==> src/design/lru_pkg.sv <==
// ----------------------------------------------------------------------------
// LRU replacement package
// Shared widths, defaults and reset values for the LRU cache replacement block.
// ----------------------------------------------------------------------------
package lru_pkg;

  // Default geometry handed to the top level.
  localparam int CAPACITY_DEF = 16;
  localparam int KEY_BITS_DEF = 16;

  // Fixed port widths.
  localparam int KEY_W  = 16;
  localparam int CFG_W  = 5;
  localparam int MISS_W = 32;

  // Value of the capacity register after reset.
  localparam logic [CFG_W-1:0] CAPACITY_RESET = 5'd16;

endpackage

==> src/design/lru_lookup.sv <==
// ----------------------------------------------------------------------------
// LRU lookup
// Parallel tag match, victim select and free-slot search over the entry table.
// ----------------------------------------------------------------------------
module lru_lookup #(
  parameter int CAPACITY = lru_pkg::CAPACITY_DEF,
  parameter int KEY_BITS = lru_pkg::KEY_BITS_DEF
) (
  input  logic [((KEY_BITS < lru_pkg::KEY_W) ? KEY_BITS : lru_pkg::KEY_W)-1:0] key,
  input  logic [((KEY_BITS < lru_pkg::KEY_W) ? KEY_BITS : lru_pkg::KEY_W)-1:0]
                 entry_key [CAPACITY],
  input  logic [CAPACITY-1:0] entry_valid,
  input  logic [((CAPACITY > 1) ? $clog2(CAPACITY) : 1)-1:0] entry_age [CAPACITY],
  input  logic [$clog2(CAPACITY+1)-1:0] live_count,
  output logic [CAPACITY-1:0] hit_vec,
  output logic [CAPACITY-1:0] victim_vec,
  output logic [CAPACITY-1:0] free_vec
);

  localparam int CNTW = $clog2(CAPACITY + 1);

  logic [CNTW-1:0]     oldest_rank;
  logic [CAPACITY-1:0] empty_vec;

  // The oldest live entry holds rank live_count-1, since live ranks are unique.
  assign oldest_rank = live_count - CNTW'(1);
  assign empty_vec   = ~entry_valid;
  // Lowest set bit of the empty mask picks the first free entry.
  assign free_vec    = empty_vec & (~empty_vec + CAPACITY'(1));

  always_comb begin
    for (int i = 0; i < CAPACITY; i++) begin
      hit_vec[i]    = entry_valid[i] && (entry_key[i] == key);
      victim_vec[i] = entry_valid[i] && (CNTW'(entry_age[i]) == oldest_rank);
    end
  end

endmodule

==> src/design/lru_cache_replacement.sv <==
// ----------------------------------------------------------------------------
// LRU cache replacement
// Fully associative key cache with least-recently-used eviction and miss count.
// ----------------------------------------------------------------------------
// Path: a taken request sits in the input register, then one pass through the
// lookup loads the result register once that register is empty or draining.
// Throughput: one request per cycle while result_stall is low; the whole match,
// eviction and age update of the entry table happen in one pass, so requests chain.
// Reset: synchronous; all entries are invalidated at once through per-entry valid
// bits, so there is no clearing pass. Capacity returns to 16, miss count to 0.
// ----------------------------------------------------------------------------
module lru_cache_replacement #(
  parameter int CAPACITY = lru_pkg::CAPACITY_DEF,
  parameter int KEY_BITS = lru_pkg::KEY_BITS_DEF
) (
  input  logic                        clk,
  input  logic                        rst,
  // Configuration write channel: one register, the capacity.
  input  logic                        cfg_valid,
  output logic                        cfg_ready,
  input  logic [lru_pkg::CFG_W-1:0]   cfg_capacity,
  // Request channel.
  input  logic                        request_valid,
  output logic                        request_stall,
  input  logic [lru_pkg::KEY_W-1:0]   request_key,
  // Result channel.
  output logic                        result_valid,
  input  logic                        result_stall,
  output logic                        hit,
  output logic                        evicted_valid,
  output logic [lru_pkg::KEY_W-1:0]   evicted_key,
  output logic [lru_pkg::MISS_W-1:0]  miss_count
);

  // Stored key width: keys are narrowed to KEY_BITS, at most the 16 the port carries.
  localparam int KEY_PORT_W = lru_pkg::KEY_W;
  localparam int KW   = (KEY_BITS < KEY_PORT_W) ? KEY_BITS : KEY_PORT_W;
  // Recency rank width: ranks run from 0 to CAPACITY-1.
  localparam int AW   = (CAPACITY > 1) ? $clog2(CAPACITY) : 1;
  // Live entry count width: 0 to CAPACITY.
  localparam int CNTW = $clog2(CAPACITY + 1);
  // Width used to compare the live count against the configured capacity.
  localparam int EW   = (CNTW > lru_pkg::CFG_W) ? CNTW : lru_pkg::CFG_W;
  localparam int MW   = lru_pkg::MISS_W;

  // --------------------------------------------------------------------------
  // Capacity register. The write channel is always ready.
  // --------------------------------------------------------------------------
  logic [lru_pkg::CFG_W-1:0] capacity;
  logic [EW-1:0]             cap_ext;
  logic [EW-1:0]             eff_cap;

  assign cfg_ready = 1'b1;

  always_ff @(posedge clk) begin
    if (rst) begin
      capacity <= lru_pkg::CAPACITY_RESET;
    end else if (cfg_valid && cfg_ready) begin
      capacity <= cfg_capacity;
    end
  end

  // A capacity of zero behaves as one, and values above the table size clamp.
  always_comb begin
    cap_ext = EW'(capacity);
    if (cap_ext == '0) begin
      eff_cap = EW'(1);
    end else if (cap_ext > EW'(CAPACITY)) begin
      eff_cap = EW'(CAPACITY);
    end else begin
      eff_cap = cap_ext;
    end
  end

  // --------------------------------------------------------------------------
  // Input register. It holds one request until the lookup stage can process
  // it, which happens whenever the result register is empty or draining.
  // --------------------------------------------------------------------------
  logic          req_full;
  logic [KW-1:0] req_key;
  logic          req_accept;
  logic          fire;

  assign fire          = req_full && (!result_valid || !result_stall);
  assign request_stall = req_full && !fire;
  assign req_accept    = request_valid && !request_stall;

  always_ff @(posedge clk) begin
    if (rst) begin
      req_full <= 1'b0;
    end else if (req_accept) begin
      req_full <= 1'b1;
    end else if (fire) begin
      req_full <= 1'b0;
    end
  end

  always_ff @(posedge clk) begin
    if (req_accept) begin
      req_key <= request_key[KW-1:0];
    end
  end

  // --------------------------------------------------------------------------
  // Entry table. Every live entry carries a unique recency rank; rank 0 is the
  // most recent one, so live ranks always form the set 0 .. live_count-1.
  // --------------------------------------------------------------------------
  logic [KW-1:0]       entry_key   [CAPACITY];
  logic [AW-1:0]       entry_age   [CAPACITY];
  logic [AW-1:0]       age_next    [CAPACITY];
  logic [CAPACITY-1:0] entry_valid;
  logic [CAPACITY-1:0] valid_next;
  logic [CAPACITY-1:0] key_write;
  logic [CNTW-1:0]     live_count;
  logic [CNTW-1:0]     live_count_next;
  logic [MW-1:0]       misses;
  logic [MW-1:0]       misses_next;

  logic [CAPACITY-1:0] hit_vec;
  logic [CAPACITY-1:0] victim_vec;
  logic [CAPACITY-1:0] free_vec;
  logic [CAPACITY-1:0] slot_vec;
  logic                hit_c;
  logic                evict_c;
  logic [AW-1:0]       hit_age;
  logic [KW-1:0]       ev_key;

  lru_lookup #(
    .CAPACITY (CAPACITY),
    .KEY_BITS (KEY_BITS)
  ) u_lookup (
    .key         (req_key),
    .entry_key   (entry_key),
    .entry_valid (entry_valid),
    .entry_age   (entry_age),
    .live_count  (live_count),
    .hit_vec     (hit_vec),
    .victim_vec  (victim_vec),
    .free_vec    (free_vec)
  );

  // On a hit, entries more recent than the hit entry age by one and the hit
  // entry becomes most recent. On a miss, the oldest entry is replaced when the
  // table is at its configured capacity, otherwise the first free entry takes
  // the new key; all other live entries age by one.
  always_comb begin
    hit_c   = |hit_vec;
    evict_c = !hit_c && (EW'(live_count) >= eff_cap);
    slot_vec = evict_c ? victim_vec : free_vec;
    hit_age = '0;
    ev_key  = '0;
    for (int i = 0; i < CAPACITY; i++) begin
      hit_age = hit_age | (hit_vec[i] ? entry_age[i] : AW'(0));
      ev_key  = ev_key | (victim_vec[i] ? entry_key[i] : KW'(0));
    end

    for (int i = 0; i < CAPACITY; i++) begin
      valid_next[i] = entry_valid[i];
      age_next[i]   = entry_age[i];
      key_write[i]  = 1'b0;
      if (hit_c) begin
        if (hit_vec[i]) begin
          age_next[i] = '0;
        end else if (entry_valid[i] && (entry_age[i] < hit_age)) begin
          age_next[i] = entry_age[i] + AW'(1);
        end
      end else begin
        if (slot_vec[i]) begin
          valid_next[i] = 1'b1;
          age_next[i]   = '0;
          key_write[i]  = 1'b1;
        end else if (entry_valid[i]) begin
          age_next[i] = entry_age[i] + AW'(1);
        end
      end
    end

    // An eviction frees one entry and the insert fills it again.
    if (hit_c || evict_c) begin
      live_count_next = live_count;
    end else begin
      live_count_next = live_count + CNTW'(1);
    end

    if (!hit_c && (misses != '1)) begin
      misses_next = misses + MW'(1);
    end else begin
      misses_next = misses;
    end
  end

  always_ff @(posedge clk) begin
    if (rst) begin
      entry_valid <= '0;
      live_count  <= '0;
      misses      <= '0;
    end else if (fire) begin
      entry_valid <= valid_next;
      live_count  <= live_count_next;
      misses      <= misses_next;
    end
  end

  always_ff @(posedge clk) begin
    if (rst) begin
      for (int i = 0; i < CAPACITY; i++) begin
        entry_age[i] <= '0;
      end
    end else if (fire) begin
      for (int i = 0; i < CAPACITY; i++) begin
        entry_age[i] <= age_next[i];
      end
    end
  end

  always_ff @(posedge clk) begin
    for (int i = 0; i < CAPACITY; i++) begin
      if (fire && key_write[i]) begin
        entry_key[i] <= req_key;
      end
    end
  end

  // --------------------------------------------------------------------------
  // Result register. It loads on every processed request and otherwise empties
  // once the downstream side takes the transaction.
  // --------------------------------------------------------------------------
  always_ff @(posedge clk) begin
    if (rst) begin
      result_valid <= 1'b0;
    end else if (fire) begin
      result_valid <= 1'b1;
    end else if (!result_stall) begin
      result_valid <= 1'b0;
    end
  end

  always_ff @(posedge clk) begin
    if (fire) begin
      hit           <= hit_c;
      evicted_valid <= evict_c;
      evicted_key   <= evict_c ? KEY_PORT_W'(ev_key) : '0;
      miss_count    <= misses_next;
    end
  end

  // --------------------------------------------------------------------------
  // Assertions
  // --------------------------------------------------------------------------
  // The live count tracks the number of valid entries exactly.
  a_live_matches_valid : assert property (@(posedge clk) disable iff (rst)
    $countones(entry_valid) == 32'(live_count))
    else $error("live count does not match valid entries");

  // Keys stay unique among live entries, so at most one entry matches.
  a_single_match : assert property (@(posedge clk) disable iff (rst)
    req_full |-> $onehot0(hit_vec))
    else $error("more than one entry matches the request key");

  // An eviction always finds exactly one oldest entry.
  a_victim_found : assert property (@(posedge clk) disable iff (rst)
    (fire && evict_c) |-> $onehot(victim_vec))
    else $error("no unique victim for an eviction");

  // A hit leaves the miss count alone.
  a_hit_keeps_misses : assert property (@(posedge clk) disable iff (rst)
    (fire && hit_c) |=> (misses == $past(misses)))
    else $error("miss count changed on a hit");

  // A result never reports both a hit and an eviction.
  a_hit_no_evict : assert property (@(posedge clk) disable iff (rst)
    result_valid |-> !(hit && evicted_valid))
    else $error("hit reported together with an eviction");

endmodule
==> config.mk <==
export PLATFORM = sky130hd
export DESIGN_NAME = lru_cache_replacement
export DESIGN_NICKNAME = d
export VERILOG_FILES = /design/src/design/lru_pkg.sv /design/src/design/lru_lookup.sv /design/src/design/lru_cache_replacement.sv
export SDC_FILE = /design/constraint.sdc
export NUM_CORES = 1
export LEC_CHECK = 0
export BUFFER_PORTS_ARGS = -buffer_cell sky130_fd_sc_hd__buf_2
export CORE_MARGIN = 1.5
export CORE_UTILIZATION = 44
export DETAILED_ROUTE_END_ITERATION = 8
export GPL_TIMING_DRIVEN = 0
export HOLD_SLACK_MARGIN = 0.15
export SLEW_MARGIN = 20
export SYNTH_ARGS = -nofsm -noshare
export SYNTH_HDL_FRONTEND = slang
export SYNTH_HIERARCHICAL = 1
export SYNTH_SLANG_ARGS = --single-unit
==> constraint.sdc <==
create_clock -name clk -period 5.4 [get_ports clk]
set_input_delay 1.35 -clock clk [delete_from_list [all_inputs] [get_ports clk]]
set_output_delay 1.35 -clock clk [all_outputs]
set_load 0.1 [all_outputs]
==> impl_metrics.env, run 1 <==
export IMPL_status="finished with violations"
export IMPL_violations="negative setup slack"
export IMPL_ant_nets=0
export IMPL_power_density_nw_per_um2=265
export IMPL_critPathSlowestCell="clkbuf_1"
export IMPL_crit_arrival_ns=5.78
export IMPL_fp_row_count=87
export IMPL_crit_buf_inv=8
export IMPL_gpl_final_weighted_congestion=1.05
export IMPL_switchingPower_w=0.00201
export IMPL_critPathMaxFanout=10
export IMPL_switching_share_pct=25.6
export IMPL_vias=22000
export IMPL_start_util_pct=44.8
export IMPL_worst_slack_ns=-0.0771
export IMPL_syn_to_final_growth_pct=16.6
export IMPL_drive_above_1_share_pct=16.8
export IMPL_crit_start="live_count[0]$_SDFFE_PP0P_"
export IMPL_comb_power_share_pct=9.3
export IMPL_cts_sinks=446
export IMPL_grtUsageTotal_pct=33.8
export IMPL_crit_required_ns=5.70
export IMPL_dp_hpwl_um=73200
export IMPL_cp_end_kind="register"
export IMPL_setup_violations=48
export IMPL_pwr_share_clk_pct=43.1
export IMPL_first_pass_iters=6
export IMPL_cts_buffers=49
export IMPL_clockBufferDepth=3
export IMPL_fin_skew_ns=0.0363
export IMPL_r2r_start="live_count[0]$_SDFFE_PP0P_"
export IMPL_ioPinCount=79
export IMPL_cts_tree="done"
export IMPL_ys_top_cells_by_area="edfxtp_1 38%, dfxtp_1 9.8%, xnor2_1 7.0%"
export IMPL_root_buffer="clkbuf_16"
export IMPL_io_buffers=76
export IMPL_wl_um=102000
export IMPL_drt_iter0_markers=2954
export IMPL_synth_top_area_cell="edfxtp_1"
export IMPL_path_class="reg -> reg"
export IMPL_startpoint_type="register"
export IMPL_grt_max_degree=30
export IMPL_ys_async_sr_fraction_pct=0
export IMPL_synth_edf_count=322
export IMPL_cp_slowest_stage_delay_ns=0.88
export IMPL_fmax_mhz=183
export IMPL_yosys_area_top_type_share_pct=38.0
export IMPL_clk_latency_ns=0.62
export IMPL_fin_crit_ns=5.48
export IMPL_hold_path_class="reg -> reg"
export IMPL_grt_antenna_before_repair=2
export IMPL_tightestPinTransition_ns=1.22
export IMPL_postCtsHoldBufs=0
export IMPL_drc=0
export IMPL_wl_per_cell_um=30.5
export IMPL_rsz0062_at_grt="false"
export IMPL_die_h_um=243
export IMPL_final_nets=2637
export IMPL_synth_seq_cells=446
export IMPL_ys_seq_area_share_pct=47.8
export IMPL_netlist_cell_type_count=67
export IMPL_syn_area_um2=25400
export IMPL_die_area_um2=59300
export IMPL_syn_avg_cell_area_um2=10.8
export IMPL_final_core_util_pct=52.2
export IMPL_hold_viol=0
export IMPL_vdd_drop_max_mv=0.255
export IMPL_crit_top_cell="buf_2"
export IMPL_p_seq_share_pct=47.5
export IMPL_grt_pass1_wl_um=144000
export IMPL_cap_viol_max_count=0
export IMPL_yosysWarnings=6
export IMPL_viasPerCell=6.56
export IMPL_grt_pass1_vias=20300
export IMPL_path_clk_slew_ns=0.06
export IMPL_h_tree_depth=2
export IMPL_holdCritStartpoint="req_full$_SDFFE_PP0P_"
export IMPL_synth_nets=2444
export IMPL_finalCritPeriodShare_pct=101
export IMPL_leakage_nw=10.2
export IMPL_nFillCells=5099
export IMPL_cp_top_family="buffers and inverters"
export IMPL_cp_cell_sequence="buf_6 > buf_2 > inv_1 > ha_1 > buf_2 > buf_2 > xor2_1 > nand4_1 > nor3_2 > clkbuf_2 > clkbuf_1 > nand3_1 > a21oi_4 > buf_16"
export IMPL_pre_cts_slack_ns=-0.962
export IMPL_slew_headroom_pct=18.4
export IMPL_internal_power_w=0.00586
export IMPL_final_area_um2=29700
export IMPL_syn_inst=2362
export IMPL_coreArea_um2=56800
export IMPL_place_area_um2=27500
export IMPL_synthFlopType="edfxtp_1"
export IMPL_overflow=0
export IMPL_die_w_um=243
export IMPL_slew_viol_final=0
## worst paths after layout
path,endpoint,slack (ns),cells past startpoint
max reg2reg,entry_key[77]$_DFFE_PP_,-0.08,14
max,entry_key[77]$_DFFE_PP_,-0.08,14
min reg2reg,result_valid$_SDFFE_PP0P_,0.48,2
min,result_valid$_SDFFE_PP0P_,0.48,2
## placed cells by master (no fill, tap or decap), types with 17 or more instances in the layout
cell,instances
and3_1,22
a221oi_1,50
clkbuf_16,49
edfxtp_1,322
buf_2,143
nand4_1,92
o211ai_2,17
nor3_1,42
buf_4,44
inv_1,44
a21oi_1,31
nor2_1,152
xnor2_1,204
dfxtp_1,124
clkbuf_2,19
clkbuf_1,62
o211ai_1,49
a22o_1,58
mux2i_1,37
a22oi_1,44
nor4_1,45
ha_1,56
nor2b_1,18
a31oi_1,32
o21ai_0,59
xor2_1,167
nand3_1,96
nand2_1,182
## through the flow
stage / cells / power, W / hold WS [ns] / setup TNS [ns]
after CTS: 3308 / 0.00788 / 0.490 / 0
final: 3348 / 0.00787 / 0.484 / -1.44
after floorplan: 2362 / 0.00427 / 0.451 / 0
after detailed placement: 3214 / 0.00450 / 0.475 / -136.36
after global routing: 3346 / 0.00808 / 0.510 / 0
after global placement: 3194 / 0.00449 / 0.471 / -685.58
## metal layers
metal  wire, um  GRT usage, %  share of wire [%]
met1      39000          43.1                 38
met2      45500          52.6                 45
met3       9970          6.69                9.8
met4       7680          21.4                7.5
met5          0             0                  0
## synthesized netlist by cell type, drive strengths merged, types with 22 or more instances
library cell / instances
and3: 22
xnor2: 211
a31oi: 33
clkbuf: 78
a22o: 58
ha: 56
nand2: 185
nand4: 94
o211ai: 66
a21oi: 47
inv: 44
a221oi: 58
a22oi: 44
edfxtp: 322
nor2: 155
nor4: 62
nor3: 55
mux2i: 37
xor2: 167
o21ai: 62
dfxtp: 124
buf: 90
nand3: 96
## registers in the layout, indices dropped and copies added (netlist names), 5 cells and up
signal / cells
entry_age: 64
entry_valid: 16
misses: 32
live_count: 5
cap_ext: 5
req_key: 16
evicted_key: 16
miss_count: 32
entry_key: 256
## timing repair
action,in CTS,in global routing
setup endpoints to repair,228,158
pin swaps,6,1
gates resized for setup,21,34
setup buffers,8,38
## logic make-up (layout without fill, tap and decap cells)
| group | Yosys count | after routing | share of synthesized area, % |
|---|---|---|---|
| xor+xnor | 378 | 378 | 13.3 |
| compound gates | 468 | 468 | 15.1 |
| buf+inv | 212 | 440 | 3.87 |
| other cells | 1 | 3 | 0.0147 |
| flops | 446 | 446 | 47.8 |
| simple gates | 764 | 764 | 15.7 |
| mux | 37 | 37 | 1.46 |
| fa+ha+maj | 56 | 56 | 2.75 |
## power by group through the flow
stage / Clock (W) / Combinational [W] / Sequential, W
2_1_floorplan: 0 / 0.000327 / 0.00394
3_3_place_gp: 0 / 0.000655 / 0.00383
3_5_place_dp: 0 / 0.000673 / 0.00383
4_1_cts: 0.00344 / 0.000682 / 0.00375
5_1_grt: 0.00359 / 0.000750 / 0.00374
6_report: 0.00339 / 0.000735 / 0.00374
## area by class of cell
class	instances	area, um^2	share of cell area, %
clock buffer	54	1250	4.23
inverter	44	165	0.557
tap	756	946	3.19
clock inverter	32	334	1.13
buffer	168	873	2.94
multi-input combinational	1704	12600	42.5
sequential	446	12200	41.0
antenna	2	5.00	0.0169
timing repair buffer	142	1330	4.49
## worst register-to-register path, stage by stage, from the launching register on
cell and delay [ns]:
dfxtp_1 0.42, buf_6 0.23, buf_2 0.39, inv_1 0.08
ha_1 0.28, buf_2 0.28, buf_2 0.43, xor2_1 0.20
nand4_1 0.17, nor3_2 0.19, clkbuf_2 0.49, clkbuf_1 0.90
nand3_1 0.27, a21oi_4 0.61, buf_16 0.25
Note: power is estimated with default switching activity, not from simulation.
==> run 2: changes to the inputs <==
--- a/config.mk
+++ b/config.mk
@@ -5,7 +5,7 @@
 export SDC_FILE = /design/constraint.sdc
 export NUM_CORES = 1
 export LEC_CHECK = 0
-export BUFFER_PORTS_ARGS = -buffer_cell sky130_fd_sc_hd__buf_2
+export BUFFER_PORTS_ARGS = -buffer_cell sky130_fd_sc_hd__clkbuf_2
 export CORE_MARGIN = 1.5
 export CORE_UTILIZATION = 44
 export DETAILED_ROUTE_END_ITERATION = 8
==> run 2 against run 1 <==
Net effect: the flow still finishes with violations (negative setup slack); sequential power hardly changed; non-clock buffer count is 11 lower; die area stayed put; critical path depth is 1 lower; clock skew is 0.0024 ns lower; critical path type unchanged; critical endpoint is now entry_key[3]$_DFFE_PP_; largest power group unchanged; highest routed layer unchanged.
==> impl_metrics.env, run 2 (synthesis gave the netlist of run 1 again) <==
export IMPL_cap_viol_max_count=0
export IMPL_grt_antenna_before_repair=1
export IMPL_grt_pass1_wl_um=147000
export IMPL_cp_slowest_stage_delay_ns=1.03
export IMPL_start_util_pct=44.8
export IMPL_ioPinCount=79
export IMPL_first_pass_iters=5
export IMPL_hold_path_class="reg -> reg"
export IMPL_path_class="reg -> reg"
export IMPL_syn_to_final_growth_pct=16.5
export IMPL_die_h_um=243
export IMPL_pre_cts_slack_ns=-0.972
export IMPL_fin_cells=3342
export IMPL_setup_violations=29
export IMPL_crit_required_ns=5.73
export IMPL_leakage_nw=10.2
export IMPL_grt_max_degree=30
export IMPL_fin_crit_ns=5.49
export IMPL_critPathSlowestCell="buf_1"
export IMPL_die_area_um2=59300
export IMPL_h_tree_depth=2
export IMPL_final_core_util_pct=52.2
export IMPL_finalCritPeriodShare_pct=102
export IMPL_root_buffer="clkbuf_16"
export IMPL_critPathMaxFanout=10
export IMPL_vias=21700
export IMPL_status="finished with violations"
export IMPL_io_buffers=76
export IMPL_cp_end_kind="register"
export IMPL_worst_slack_ns=-0.0891
export IMPL_num_antenna_cells=0
export IMPL_clk_latency_ns=0.63
export IMPL_violations="negative setup slack"
export IMPL_top_register="entry_key"
export IMPL_crit_arrival_ns=5.82
export IMPL_startpoint_type="register"
export IMPL_coreArea_um2=56800
export IMPL_largest_reg_flops=256
export IMPL_postCtsHoldBufs=0
export IMPL_rsz0062_at_grt="false"
export IMPL_gpl_final_weighted_congestion=1.05
export IMPL_drt_iter0_markers=2611
export IMPL_overflow=0
export IMPL_viasPerCell=6.50
export IMPL_wl_um=104000
export IMPL_cts_sinks=446
export IMPL_nFillCells=5076
export IMPL_vdd_drop_max_mv=0.261
export IMPL_clockBufferDepth=3
export IMPL_final_common_cell="edfxtp_1"
export IMPL_drc=0
export IMPL_reg_top3="entry_key (256), entry_age (64)"
export IMPL_fmax_mhz=182
export IMPL_hold_viol=0
export IMPL_wl_per_cell_um=31.1
export IMPL_die_w_um=243
export IMPL_grt_pass1_vias=20400
export IMPL_grtUsageTotal_pct=34.6
export IMPL_cp_cell_sequence="buf_6 > buf_2 > inv_1 > ha_1 > xnor2_4 > xor2_1 > nand4_1 > nor3_1 > clkbuf_1 > buf_1 > nand3_1 > a21oi_4 > buf_12"
export IMPL_drive_above_1_share_pct=16.9
export IMPL_slew_headroom_pct=13.1
export IMPL_slew_viol_final=0
export IMPL_ant_nets=0
export IMPL_path_clk_slew_ns=0.07
export IMPL_final_cell_mix="322 x edfxtp_1, 203 x xnor2_1, 182 x nand2_1"
export IMPL_power_density_nw_per_um2=271
export IMPL_tightestPinTransition_ns=1.30
export IMPL_place_inst=3213
export IMPL_fp_row_count=87
export IMPL_cts_tree="done"
export IMPL_cts_buffers=50
export IMPL_tns_ns=-1.54
export IMPL_dp_hpwl_um=75000
export IMPL_final_nets=2627
export IMPL_fin_skew_ns=0.0339
run 2: cell types whose count changed in the layout (fill, tap and decap cells not counted), sizes merged:
| cell | delta |
|---|---|
| inv | +2 |
| diode | -2 |
| buf | -85 |
| clkdlybuf4s15 | -1 |
| clkinv | -2 |
| clkbuf | +81 |
| bufinv | -1 |
| clkinvlp | +2 |
run 2: per-stage QoR:
stage          total power, W  hold WS (ns)  cell area (um^2)
6_report              0.00803         0.496             29600
5_1_grt               0.00823         0.516             29600
4_1_cts               0.00804         0.497             29400
3_5_place_dp          0.00450         0.486             27500
3_3_place_gp          0.00449         0.473             26800
2_1_floorplan         0.00427         0.451             25400
run 2: worst max-delay path, delay by kind of cell, from the launching register on:
family	cells	cell delay, ns
compound gates	1	0.33
simple gates	3	0.57
xor+xnor	2	0.66
flops	1	0.43
buf+inv	6	2.89
fa+ha+maj	1	0.28
run 2: final timing paths:
kind | slack [ns] | from | cells past startpoint | to
hold reg to reg | 0.50 | req_full$_SDFFE_PP0P_ | 2 | result_valid$_SDFFE_PP0P_
setup reg to reg | -0.09 | live_count[0]$_SDFFE_PP0P_ | 13 | entry_key[3]$_DFFE_PP_
hold / removal | 0.50 | req_full$_SDFFE_PP0P_ | 2 | result_valid$_SDFFE_PP0P_
setup / recovery | -0.09 | live_count[0]$_SDFFE_PP0P_ | 13 | entry_key[3]$_DFFE_PP_
run 2: routing by layer:
metal / GRT usage (%) / part of all wire (%) / vias to the layer above
met5: 0 / 0 / -
met1: 43.1 / 37 / 10700
met2: 55.4 / 45 / 1352
li1: - / - / 9320
met3: 6.57 / 9.4 / 387
met4: 21.8 / 7.6 / 0
run 2: report_power, final:
| part | internal [W] | switching [W] | leakage, nW |
|---|---|---|---|
| Sequential | 0.00371 | 0.0000322 | 3.92 |
| Clock | 0.00204 | 0.00151 | 0.836 |
| Combinational | 0.000191 | 0.000545 | 5.47 |
run 2: final cells by class:
class | count | area [um^2] | share of cell area [%]
clock inverters | 33 | 333 | 1.12
well taps | 756 | 946 | 3.19
inverters | 44 | 165 | 0.557
clock buffers | 60 | 1360 | 4.59
plain buffers | 167 | 865 | 2.92
multi-input cells | 1704 | 12600 | 42.5
repair buffers | 132 | 1220 | 4.11
flip-flops and latches | 446 | 12200 | 41.0
run 2: what timing repair did:
| action | 4_1_cts | 5_1_grt |
|---|---|---|
| setup buffers | 11 | 26 |
| resized for setup | 24 | 17 |
| pin swaps | 4 | 2 |
| endpoints found under the setup margin | 202 | 113 |
| cloned | 0 | 0 |
